[config.mk]
export PLATFORM = sky130hd
export DESIGN_NAME = accel_step_detector
export DESIGN_NICKNAME = d
export VERILOG_FILES = /design/src/rtl/asd_pkg.sv /design/src/rtl/accel_step_detector.sv /design/src/rtl/asd_isqrt.sv /design/src/rtl/asd_div.sv /design/src/rtl/asd_ring.sv
export VERILOG_INCLUDE_DIRS = /design/src /design/src/rtl
export SDC_FILE = /design/constraint.sdc
export NUM_CORES = 2
export LEC_CHECK = 0
export CELL_PAD_IN_SITES_DETAIL_PLACEMENT = 0
export CELL_PAD_IN_SITES_GLOBAL_PLACEMENT = 1
export CORE_ASPECT_RATIO = 0.75
export CORE_UTILIZATION = 53
export DETAILED_ROUTE_END_ITERATION = 8
export DONT_BUFFER_PORTS = 1
export PLACE_DENSITY_LB_ADDON = 0.1
export SETUP_SLACK_MARGIN = 0.02
export SYNTH_ARGS = -nofsm -noshare
export SYNTH_HDL_FRONTEND = slang
export SYNTH_SLANG_ARGS = --single-unit
[constraint.sdc]
create_clock -name clk -period 8.95 [get_ports clk]
set_input_delay 1.79 -clock clk [delete_from_list [all_inputs] [get_ports clk]]
set_output_delay 1.79 -clock clk [all_outputs]
set_load 0.01 [all_outputs]
[src/rtl/accel_step_detector_assert.svh]
// ----------------------------------------------------------------------------
// Assertion macros for the accelerometer step detector
// Shared concurrent assertion forms, clocked on clk and disabled in reset.
// ----------------------------------------------------------------------------
`ifndef ACCEL_STEP_DETECTOR_ASSERT_SVH
`define ACCEL_STEP_DETECTOR_ASSERT_SVH

// Consequent must hold in the same cycle as the antecedent.
`define ASD_ASSERT_SAME(label, ante, cons, msg) \
    label: assert property (@(posedge clk) disable iff (!rst_n) (ante) |-> (cons)) \
        else $error(msg);

// Consequent must hold in the cycle after the antecedent.
`define ASD_ASSERT_NEXT(label, ante, cons, msg) \
    label: assert property (@(posedge clk) disable iff (!rst_n) (ante) |=> (cons)) \
        else $error(msg);

`endif

[src/rtl/asd_pkg.sv]
// ----------------------------------------------------------------------------
// asd_pkg
// Types, register indexes and reset values for the step detector.
// ----------------------------------------------------------------------------
package asd_pkg;

    localparam int ASD_WINDOW = 20;

    localparam int CFG_IDX_W  = 3;
    localparam int CFG_DATA_W = 16;
    localparam int STEPS_W    = 24;
    localparam int CADENCE_W  = 16;
    localparam int DIST_W     = 40;
    localparam int TICK_W     = 32;
    localparam int MAG_W      = 16;

    localparam logic [CFG_IDX_W-1:0] CFG_GRAVITY   = 3'd0;
    localparam logic [CFG_IDX_W-1:0] CFG_STEP_THR  = 3'd1;
    localparam logic [CFG_IDX_W-1:0] CFG_AVG_THR   = 3'd2;
    localparam logic [CFG_IDX_W-1:0] CFG_MIN_INT   = 3'd3;
    localparam logic [CFG_IDX_W-1:0] CFG_CAD_NUM   = 3'd4;
    localparam logic [CFG_IDX_W-1:0] CFG_STRIDE    = 3'd5;

    localparam logic [CFG_DATA_W-1:0] RST_GRAVITY  = 16'd10035;
    localparam logic [CFG_DATA_W-1:0] RST_STEP_THR = 16'd2560;
    localparam logic [CFG_DATA_W-1:0] RST_AVG_THR  = 16'd1024;
    localparam logic [CFG_DATA_W-1:0] RST_MIN_INT  = 16'd200;
    localparam logic [CFG_DATA_W-1:0] RST_CAD_NUM  = 16'd60000;
    localparam logic [CFG_DATA_W-1:0] RST_STRIDE   = 16'd700;

    localparam logic [STEPS_W-1:0] STEPS_MAX = {STEPS_W{1'b1}};

    typedef struct packed {
        logic signed [15:0] accel_x;
        logic signed [15:0] accel_y;
        logic signed [15:0] accel_z;
    } asd_in_t;

    typedef struct packed {
        logic                 step_seen;
        logic [STEPS_W-1:0]   step_total;
        logic [CADENCE_W-1:0] cadence;
        logic [DIST_W-1:0]    distance_mm;
    } asd_out_t;

endpackage

[src/rtl/accel_step_detector.sv]
// A sample passes through squaring, the square root, the window push, the average
// products and the decision, plus the divider when a counted step updates the cadence.
// One sample at a time, held by the 16-step square root, the 16-step cadence
// divider and a stalled output; the input is not ready meanwhile.
// Reset (rst_n, asynchronous, active low) restores the register defaults and
// clears the window, tick, step and cadence state; no clearing pass is needed.
// ----------------------------------------------------------------------------
// accel_step_detector
// Threshold step detector on accelerometer samples: magnitude by square root,
// windowed average test, debounce interval, saturating count, cadence, distance.
// ----------------------------------------------------------------------------
module accel_step_detector import asd_pkg::*;
#(
    parameter int WINDOW = ASD_WINDOW
)
(
    input  logic                  clk,
    input  logic                  rst_n,
    input  logic                  in_valid,
    output logic                  in_ready,
    input  asd_in_t               in_data,
    output logic                  out_valid,
    input  logic                  out_ready,
    output asd_out_t              out_data,
    input  logic                  cfg_valid,
    output logic                  cfg_ready,
    input  logic [CFG_IDX_W-1:0]  cfg_index,
    input  logic [CFG_DATA_W-1:0] cfg_data
);

    localparam int FILL_W = $clog2(WINDOW + 1);
    localparam int SUM_W  = MAG_W + FILL_W;

    // Sequencer: square and accumulate, root, window push, average products,
    // decision, optional cadence division, then hand the result to the output.
    typedef enum logic [3:0] {
        ST_IDLE,
        ST_SQUARE,
        ST_ROOT_GO,
        ST_ROOT_WAIT,
        ST_AVG_G,
        ST_AVG_T,
        ST_DECIDE,
        ST_DIV_WAIT,
        ST_FIN
    } state_t;

    state_t state_reg;

    // Configuration registers
    logic [CFG_DATA_W-1:0] gravity_reg;
    logic [CFG_DATA_W-1:0] step_thr_reg;
    logic [CFG_DATA_W-1:0] avg_thr_reg;
    logic [CFG_DATA_W-1:0] min_int_reg;
    logic [CFG_DATA_W-1:0] cad_num_reg;
    logic [CFG_DATA_W-1:0] stride_reg;

    // Control state
    logic [1:0]           sq_cnt_reg;
    logic                 out_valid_reg;
    logic                 was_above_reg;
    logic [TICK_W-1:0]    tick_reg;
    logic [TICK_W-1:0]    last_step_reg;
    logic [STEPS_W-1:0]   steps_reg;
    logic [CADENCE_W-1:0] cadence_reg;

    // Datapath registers
    logic signed [15:0]   ax_reg;
    logic signed [15:0]   ay_reg;
    logic signed [15:0]   az_reg;
    logic signed [33:0]   prod_reg;
    logic [31:0]          acc_reg;
    logic [MAG_W-1:0]     mag_reg;
    logic [SUM_W-1:0]     gn_reg;
    logic                 seen_reg;
    asd_out_t             out_reg;

    // Shared multiplier
    logic signed [16:0]   mul_a;
    logic signed [16:0]   mul_b;
    logic signed [15:0]   sq_op;
    logic signed [33:0]   mul_p;

    // Sub-unit handshakes
    logic                 root_start;
    logic                 root_done;
    logic [MAG_W-1:0]     root_val;
    logic                 div_start;
    logic                 div_done;
    logic [CADENCE_W-1:0] div_q;
    logic                 ring_push;
    logic [FILL_W-1:0]    ring_fill;
    logic [SUM_W-1:0]     ring_sum;

    // Decision logic
    logic [MAG_W-1:0]     dev_mag;
    logic                 above;
    logic [SUM_W-1:0]     thr_n;
    logic [SUM_W-1:0]     adev;
    logic                 avg_ok;
    logic [TICK_W-1:0]    elapsed;
    logic                 interval_ok;
    logic                 step_hit;
    logic                 fin_go;
    logic [DIST_W-1:0]    distance;

    // ------------------------------------------------------------------
    // Configuration: always ready, unknown indexes drop the write
    // ------------------------------------------------------------------
    assign cfg_ready = 1'b1;

    always_ff @(posedge clk or negedge rst_n)
    begin
        if (!rst_n)
        begin
            gravity_reg  <= RST_GRAVITY;
            step_thr_reg <= RST_STEP_THR;
            avg_thr_reg  <= RST_AVG_THR;
            min_int_reg  <= RST_MIN_INT;
            cad_num_reg  <= RST_CAD_NUM;
            stride_reg   <= RST_STRIDE;
        end
        else if (cfg_valid && cfg_ready)
        begin
            unique case (cfg_index)
                CFG_GRAVITY:  gravity_reg  <= cfg_data;
                CFG_STEP_THR: step_thr_reg <= cfg_data;
                CFG_AVG_THR:  avg_thr_reg  <= cfg_data;
                CFG_MIN_INT:  min_int_reg  <= cfg_data;
                CFG_CAD_NUM:  cad_num_reg  <= cfg_data;
                CFG_STRIDE:   stride_reg   <= cfg_data;
                default:      ;
            endcase
        end
    end

    // ------------------------------------------------------------------
    // Shared multiplier: squares of the axes, then gravity*n and threshold*n
    // ------------------------------------------------------------------
    always_comb
    begin
        case (sq_cnt_reg)
            2'd0:    sq_op = ax_reg;
            2'd1:    sq_op = ay_reg;
            default: sq_op = az_reg;
        endcase
    end

    always_comb
    begin
        mul_a = {sq_op[15], sq_op};
        mul_b = {sq_op[15], sq_op};
        case (state_reg)
            ST_AVG_G:
            begin
                mul_a = {1'b0, gravity_reg};
                mul_b = {{(17 - FILL_W){1'b0}}, ring_fill};
            end
            ST_AVG_T:
            begin
                mul_a = {1'b0, avg_thr_reg};
                mul_b = {{(17 - FILL_W){1'b0}}, ring_fill};
            end
            default: ;
        endcase
    end

    assign mul_p = mul_a * mul_b;

    // ------------------------------------------------------------------
    // Iterative units and the magnitude window
    // ------------------------------------------------------------------
    assign root_start = state_reg == ST_ROOT_GO;
    assign ring_push  = (state_reg == ST_ROOT_WAIT) && root_done;

    asd_isqrt u_isqrt (
        .clk      (clk),
        .rst_n    (rst_n),
        .start    (root_start),
        .radicand (acc_reg),
        .done     (root_done),
        .root     (root_val)
    );

    asd_ring #(
        .WINDOW (WINDOW)
    ) u_ring (
        .clk   (clk),
        .rst_n (rst_n),
        .push  (ring_push),
        .mag   (root_val),
        .fill  (ring_fill),
        .sum   (ring_sum)
    );

    asd_div u_div (
        .clk      (clk),
        .rst_n    (rst_n),
        .start    (div_start),
        .dividend (cad_num_reg),
        .divisor  (elapsed),
        .done     (div_done),
        .quotient (div_q)
    );

    // ------------------------------------------------------------------
    // Step decision, evaluated in the decide state
    // ------------------------------------------------------------------
    assign dev_mag = (mag_reg >= gravity_reg) ? mag_reg - gravity_reg
                                              : gravity_reg - mag_reg;
    assign above   = dev_mag > step_thr_reg;

    // Compare |sum - g*n| against thr*n exactly; thr*n sits in the product reg.
    assign thr_n  = prod_reg[SUM_W-1:0];
    assign adev   = (ring_sum >= gn_reg) ? ring_sum - gn_reg : gn_reg - ring_sum;
    assign avg_ok = adev > thr_n;

    // Elapsed ticks wrap modulo 2^32.
    assign elapsed     = tick_reg - last_step_reg;
    assign interval_ok = elapsed >= {{(TICK_W - CFG_DATA_W){1'b0}}, min_int_reg};
    assign step_hit    = above && !was_above_reg && avg_ok && interval_ok;

    // A zero interval counts the step but leaves the cadence alone.
    assign div_start = (state_reg == ST_DECIDE) && step_hit && (elapsed != '0);

    assign fin_go   = (state_reg == ST_FIN) && (!out_valid_reg || out_ready);
    assign distance = {{(DIST_W - STEPS_W){1'b0}}, steps_reg}
                    * {{(DIST_W - CFG_DATA_W){1'b0}}, stride_reg};

    // ------------------------------------------------------------------
    // Sequencer and control state
    // ------------------------------------------------------------------
    always_ff @(posedge clk or negedge rst_n)
    begin
        if (!rst_n)
        begin
            state_reg     <= ST_IDLE;
            sq_cnt_reg    <= '0;
            out_valid_reg <= 1'b0;
            was_above_reg <= 1'b0;
            tick_reg      <= '0;
            last_step_reg <= '0;
            steps_reg     <= '0;
            cadence_reg   <= '0;
        end
        else
        begin
            // Drop valid once the result is taken, unless a new one follows.
            if (out_valid_reg && out_ready && !fin_go)
            begin
                out_valid_reg <= 1'b0;
            end

            unique case (state_reg)
                ST_IDLE:
                begin
                    if (in_valid)
                    begin
                        sq_cnt_reg <= '0;
                        state_reg  <= ST_SQUARE;
                    end
                end
                ST_SQUARE:
                begin
                    sq_cnt_reg <= sq_cnt_reg + 2'd1;
                    if (sq_cnt_reg == 2'd3)
                    begin
                        state_reg <= ST_ROOT_GO;
                    end
                end
                ST_ROOT_GO:
                begin
                    state_reg <= ST_ROOT_WAIT;
                end
                ST_ROOT_WAIT:
                begin
                    if (root_done)
                    begin
                        state_reg <= ST_AVG_G;
                    end
                end
                ST_AVG_G:
                begin
                    state_reg <= ST_AVG_T;
                end
                ST_AVG_T:
                begin
                    state_reg <= ST_DECIDE;
                end
                ST_DECIDE:
                begin
                    was_above_reg <= above;
                    tick_reg      <= tick_reg + 1'b1;
                    if (step_hit)
                    begin
                        if (steps_reg != STEPS_MAX)
                        begin
                            steps_reg <= steps_reg + 1'b1;
                        end
                        last_step_reg <= tick_reg;
                    end
                    state_reg <= div_start ? ST_DIV_WAIT : ST_FIN;
                end
                ST_DIV_WAIT:
                begin
                    if (div_done)
                    begin
                        cadence_reg <= div_q;
                        state_reg   <= ST_FIN;
                    end
                end
                ST_FIN:
                begin
                    // Hold here while the previous result is still unclaimed.
                    if (fin_go)
                    begin
                        out_valid_reg <= 1'b1;
                        state_reg     <= ST_IDLE;
                    end
                end
                default:
                begin
                    state_reg <= ST_IDLE;
                end
            endcase
        end
    end

    // ------------------------------------------------------------------
    // Datapath registers
    // ------------------------------------------------------------------
    always_ff @(posedge clk)
    begin
        prod_reg <= mul_p;

        if (in_valid && in_ready)
        begin
            ax_reg <= in_data.accel_x;
            ay_reg <= in_data.accel_y;
            az_reg <= in_data.accel_z;
        end

        // Accumulate the squares one product behind the multiplier.
        if (state_reg == ST_SQUARE)
        begin
            acc_reg <= (sq_cnt_reg == 2'd0) ? '0 : acc_reg + prod_reg[31:0];
        end

        if (ring_push)
        begin
            mag_reg <= root_val;
        end

        if (state_reg == ST_AVG_T)
        begin
            gn_reg <= prod_reg[SUM_W-1:0];
        end

        if (state_reg == ST_DECIDE)
        begin
            seen_reg <= step_hit;
        end

        if (fin_go)
        begin
            out_reg.step_seen   <= seen_reg;
            out_reg.step_total  <= steps_reg;
            out_reg.cadence     <= cadence_reg;
            out_reg.distance_mm <= distance;
        end
    end

    assign in_ready  = state_reg == ST_IDLE;
    assign out_valid = out_valid_reg;
    assign out_data  = out_reg;

    // ------------------------------------------------------------------
    // Assertions
    // ------------------------------------------------------------------
`include "accel_step_detector_assert.svh"

    `ASD_ASSERT_NEXT(a_busy_after_accept, in_valid && in_ready, !in_ready, "input ready right after a transaction")
    `ASD_ASSERT_SAME(a_root_done_expected, root_done, state_reg == ST_ROOT_WAIT, "square root finished outside its wait state")
    `ASD_ASSERT_SAME(a_div_done_expected, div_done, state_reg == ST_DIV_WAIT, "divider finished outside its wait state")
    `ASD_ASSERT_SAME(a_seen_counts, out_valid && out_data.step_seen, out_data.step_total != '0, "step reported with an empty step count")

endmodule

[src/rtl/asd_isqrt.sv]
// ----------------------------------------------------------------------------
// asd_isqrt
// Digit-by-digit floor square root of a 32-bit value, one result bit a cycle.
// ----------------------------------------------------------------------------
module asd_isqrt import asd_pkg::*;
(
    input  logic             clk,
    input  logic             rst_n,
    input  logic             start,
    input  logic [31:0]      radicand,
    output logic             done,
    output logic [MAG_W-1:0] root
);

    logic [31:0]      rad_reg;
    logic [16:0]      rem_reg;
    logic [MAG_W-1:0] root_reg;
    logic [3:0]       cnt_reg;
    logic             busy_reg;
    logic             done_reg;

    logic [18:0] rem_sh;
    logic [18:0] trial;
    logic [18:0] diff;
    logic        fits;

    assign rem_sh = {rem_reg, rad_reg[31:30]};
    assign trial  = {1'b0, root_reg, 2'b01};
    assign fits   = rem_sh >= trial;
    assign diff   = rem_sh - trial;

    always_ff @(posedge clk or negedge rst_n)
    begin
        if (!rst_n)
        begin
            busy_reg <= 1'b0;
            done_reg <= 1'b0;
            cnt_reg  <= '0;
        end
        else
        begin
            done_reg <= !start && busy_reg && (cnt_reg == 4'd15);
            if (start)
            begin
                busy_reg <= 1'b1;
                cnt_reg  <= '0;
            end
            else if (busy_reg)
            begin
                cnt_reg <= cnt_reg + 4'd1;
                if (cnt_reg == 4'd15)
                begin
                    busy_reg <= 1'b0;
                end
            end
        end
    end

    always_ff @(posedge clk)
    begin
        if (start)
        begin
            rad_reg  <= radicand;
            rem_reg  <= '0;
            root_reg <= '0;
        end
        else if (busy_reg)
        begin
            rad_reg  <= {rad_reg[29:0], 2'b00};
            rem_reg  <= fits ? diff[16:0] : rem_sh[16:0];
            root_reg <= {root_reg[MAG_W-2:0], fits};
        end
    end

    assign done = done_reg;
    assign root = root_reg;

endmodule

[src/rtl/asd_div.sv]
// ----------------------------------------------------------------------------
// asd_div
// Restoring divider: 16-bit dividend by 32-bit divisor, one quotient bit a cycle.
// ----------------------------------------------------------------------------
module asd_div import asd_pkg::*;
(
    input  logic                  clk,
    input  logic                  rst_n,
    input  logic                  start,
    input  logic [CFG_DATA_W-1:0] dividend,
    input  logic [TICK_W-1:0]     divisor,
    output logic                  done,
    output logic [CADENCE_W-1:0]  quotient
);

    logic [CADENCE_W-1:0] q_reg;
    logic [15:0]          rem_reg;
    logic [TICK_W-1:0]    dvs_reg;
    logic [3:0]           cnt_reg;
    logic                 busy_reg;
    logic                 done_reg;

    logic [16:0] rem_sh;
    logic        ge;
    logic [16:0] diff;

    // Partial remainder never exceeds the dividend prefix, so 17 bits suffice.
    assign rem_sh = {rem_reg, q_reg[CADENCE_W-1]};
    assign ge     = {16'b0, rem_sh} >= {1'b0, dvs_reg};
    assign diff   = rem_sh - dvs_reg[16:0];

    always_ff @(posedge clk or negedge rst_n)
    begin
        if (!rst_n)
        begin
            busy_reg <= 1'b0;
            done_reg <= 1'b0;
            cnt_reg  <= '0;
        end
        else
        begin
            done_reg <= !start && busy_reg && (cnt_reg == 4'd15);
            if (start)
            begin
                busy_reg <= 1'b1;
                cnt_reg  <= '0;
            end
            else if (busy_reg)
            begin
                cnt_reg <= cnt_reg + 4'd1;
                if (cnt_reg == 4'd15)
                begin
                    busy_reg <= 1'b0;
                end
            end
        end
    end

    always_ff @(posedge clk)
    begin
        if (start)
        begin
            q_reg   <= dividend;
            rem_reg <= '0;
            dvs_reg <= divisor;
        end
        else if (busy_reg)
        begin
            rem_reg <= ge ? diff[15:0] : rem_sh[15:0];
            q_reg   <= {q_reg[CADENCE_W-2:0], ge};
        end
    end

    assign done     = done_reg;
    assign quotient = q_reg;

endmodule

[src/rtl/asd_ring.sv]
// ----------------------------------------------------------------------------
// asd_ring
// Magnitude window: ring memory with head, fill count and running sum.
// ----------------------------------------------------------------------------
module asd_ring import asd_pkg::*;
#(
    parameter int WINDOW = ASD_WINDOW
)
(
    input  logic                              clk,
    input  logic                              rst_n,
    input  logic                              push,
    input  logic [MAG_W-1:0]                  mag,
    output logic [$clog2(WINDOW+1)-1:0]       fill,
    output logic [MAG_W+$clog2(WINDOW+1)-1:0] sum
);

    localparam int FILL_W = $clog2(WINDOW + 1);
    localparam int HEAD_W = $clog2(WINDOW);
    localparam int SUM_W  = MAG_W + FILL_W;

    logic [MAG_W-1:0]  mem [WINDOW];
    logic [MAG_W-1:0]  rd_reg;
    logic [HEAD_W-1:0] head_reg;
    logic [FILL_W-1:0] fill_reg;
    logic [SUM_W-1:0]  sum_reg;

    logic              full;
    logic [SUM_W-1:0]  drop_val;

    assign full     = fill_reg == FILL_W'(WINDOW);
    // Drop the oldest entry only once the window is full.
    assign drop_val = full ? {{FILL_W{1'b0}}, rd_reg} : '0;

    always_ff @(posedge clk)
    begin
        rd_reg <= mem[head_reg];
        if (push)
        begin
            mem[head_reg] <= mag;
        end
    end

    always_ff @(posedge clk or negedge rst_n)
    begin
        if (!rst_n)
        begin
            head_reg <= '0;
            fill_reg <= '0;
            sum_reg  <= '0;
        end
        else if (push)
        begin
            head_reg <= (head_reg == HEAD_W'(WINDOW - 1)) ? '0 : head_reg + 1'b1;
            if (!full)
            begin
                fill_reg <= fill_reg + 1'b1;
            end
            sum_reg <= sum_reg - drop_val + {{FILL_W{1'b0}}, mag};
        end
    end

    assign fill = fill_reg;
    assign sum  = sum_reg;

endmodule

==> metrics.cfg <==
[outcome]
status = finished, final reports clean

[place]
hpwlAfterDp_mm = 126.5
place_worst_setup_slack_ns = 0.7003
port_buffers = 0
placed_area_sq_um = 70010
place_inst = 7800
gp_congestion = 0.9320

[global_routing]
grt_pass1_wl_mm = 268.9
grt_pass1_vias = 44660
grt_max_degree = 252
grt_antenna_before_repair = 3
grt_util_all_layers = 0.2683
grt_remaining_overflow = 0

[sta]
relSlewSlack = 0.2037
final_max_slew_viol_count = 0
final-hold-violation-count = 0
tightest_slew_ns = 1.194
fin_crit_sh = 0.9206
setup_tns_ns = 0
setup_ws_ns = 0.7104
fin_skew_ns = 0.03069
setup_viol = 0
fmax_ghz = 0.1214
period_minus_slack_ns = 8.240
rsz0062_at_grt = false

[drt]
route.vias.total = 44260
routed_wl_mm = 169.6
drc = 0
viasPerCell = 5.546
wire_per_inst_um = 21.25
postRouteAntennaNets = 0
drt_iter0_markers = 3455
drt_pass1_iterations = 6

[cells_and_area]
seq_area_sq_um = 26250
instances_no_fill = 7980
top_register = u_ring.mem
multi_input_area_sq_um = 37250
largest_reg_flops = 320
final_cell_area_sq_um = 73210
drive_gt1_frac = 0.08398
area_growth_pct = 7.594
nFillCells = 10820
num-nets-final = 7363

[floorplanning]
die_w_um = 415.7
fp-row-count = 113
die_h_um = 312.3
core_area_sq_um = 127000
dieArea_sq_um = 129800
initial_core_util = 0.5359
ioPinCount = 156

[clock_network]
clk_path_buf_depth = 3
cts.clk_slew.worst_paths_ns = 0.06
clk_latency_ns = 0.72
cts_tree = built
post_cts_resized = 0
cts-root-buf = clkbuf_16
htree_num_levels = 3
post_cts_buffers = 0
postCtsHoldBufs = 0
numCtsBuffers = 96
cts.sinks = 947

[synthesis]
yosysTopAreaCell = edfxtp_1
syn_avg_cell_area_sq_um = 10.83
synth_seq_cells = 947
synth_ff_type = edfxtp_1
synth_most_common_cell = inv_1
synthCells = 6281
netlist_area_sq_um = 68040
yosysWarnings = 0
netlist_top_cells_count = inv_1 (982), nand2_1 (675), fa_1 (607)
async_flop_share = 0.2650
ys_top_cells_by_area = edfxtp_1 (26%), fa_1 (18%), ha_1 (8.3%), dfrtp_1 (8.2%), inv_1 (5.4%)
synthDistinctLibCells = 92
synth_top_area_share = 0.2644
ys_seq_area_frac = 0.3857
synth-edff-count = 599

[setup_path]
critPathBufInv = 6
crit_top_cell = fa_1
worstPathArrival_ns = 8.82
crit_fanout = 20
crit_path_start_kind = register
required_ns = 9.53
critPathSlowestCell = o21ai_1
worstSetupPathType = register to register
path_delay_family = adder cells
max_stage_delay_ns = 0.78
endpoint_kind = register

[hold_path]
holdCritPathClass = register to register

[flow_run]
maxCapViolations = 0

-- placed cells by master, fill, tap and decap left out, types with 64 or more instances in the layout --
master	Yosys	final
a21o_1	131	131
a21oi_1	254	253
and2_1	169	167
buf_4	4	89
clkbuf_16	0	99
dfrtp_1	224	220
dfxtp_1	97	97
edfxtp_1	599	599
fa_1	607	607
ha_1	453	452
inv_1	982	982
mux2_2	112	112
mux2i_1	64	64
mux4_2	80	80
nand2_1	675	675
nand3_1	64	64
nand4_1	66	66
nor2_1	362	361
nor3_1	79	78
o21ai_0	203	202
xnor2_1	182	182
xor2_1	79	79
-- area by class of cell --
type | instances | area share
sequential | 947 | 0.3586
antenna | 2 | 0.00006836
multi-input combinational | 4109 | 0.5088
timing repair buffer | 92 | 0.009947
tap | 1667 | 0.02849
clock buffer | 119 | 0.03623
clock inverter | 59 | 0.007315
inverter | 985 | 0.05050
-- layer usage --
metal / wire length [um] / vias up / global-route usage
li1: - / 20800 / -
met5: 0 / - / 0
met3: 10920 / 178 / 0.05053
met4: 3315 / 0 / 0.05351
met2: 72880 / 1156 / 0.3917
met1: 82470 / 22120 / 0.4173
-- path summary, 6_finish.rpt --
path	from	to	slack [ns]	depth (start not counted)
max in group asynchronous	rst_n	u_ring.head_reg[0]	7.65	0
worst min register to register	cadence_reg[8]	out_data[48]	0.44	0
worst max-delay path	state_reg[2]	prod_reg[31]	0.71	29
worst min-delay path	cadence_reg[8]	out_data[48]	0.44	0
min in group asynchronous	rst_n	cadence_reg[13]	0.79	0
worst max register to register	state_reg[2]	prod_reg[31]	0.71	29
-- stage by stage --
stage               utilization  hold slack (ns)
global route             0.5766           0.4585
global placement         0.5514           0.4287
CTS                      0.5766           0.4410
detailed placement       0.5514           0.4286
finish                   0.5766           0.4388
floorplan                     -           0.4003
-- cells by family after synthesis --
family,count (synthesis),synth area share
buffers and inverters,1228,0.06835
AOI/OAI and AO/OA,889,0.08341
DFF,947,0.3857
and+or+nand+nor,1628,0.1103
other,2,0.0001104
adders and majority gates,1060,0.2619
xor gates and xnor gates,261,0.03360
muxes,266,0.05664
Power is left out: the tool's default activity adds up to more than one toggle a clock period on the data nets, which glitch-free logic cannot reach.
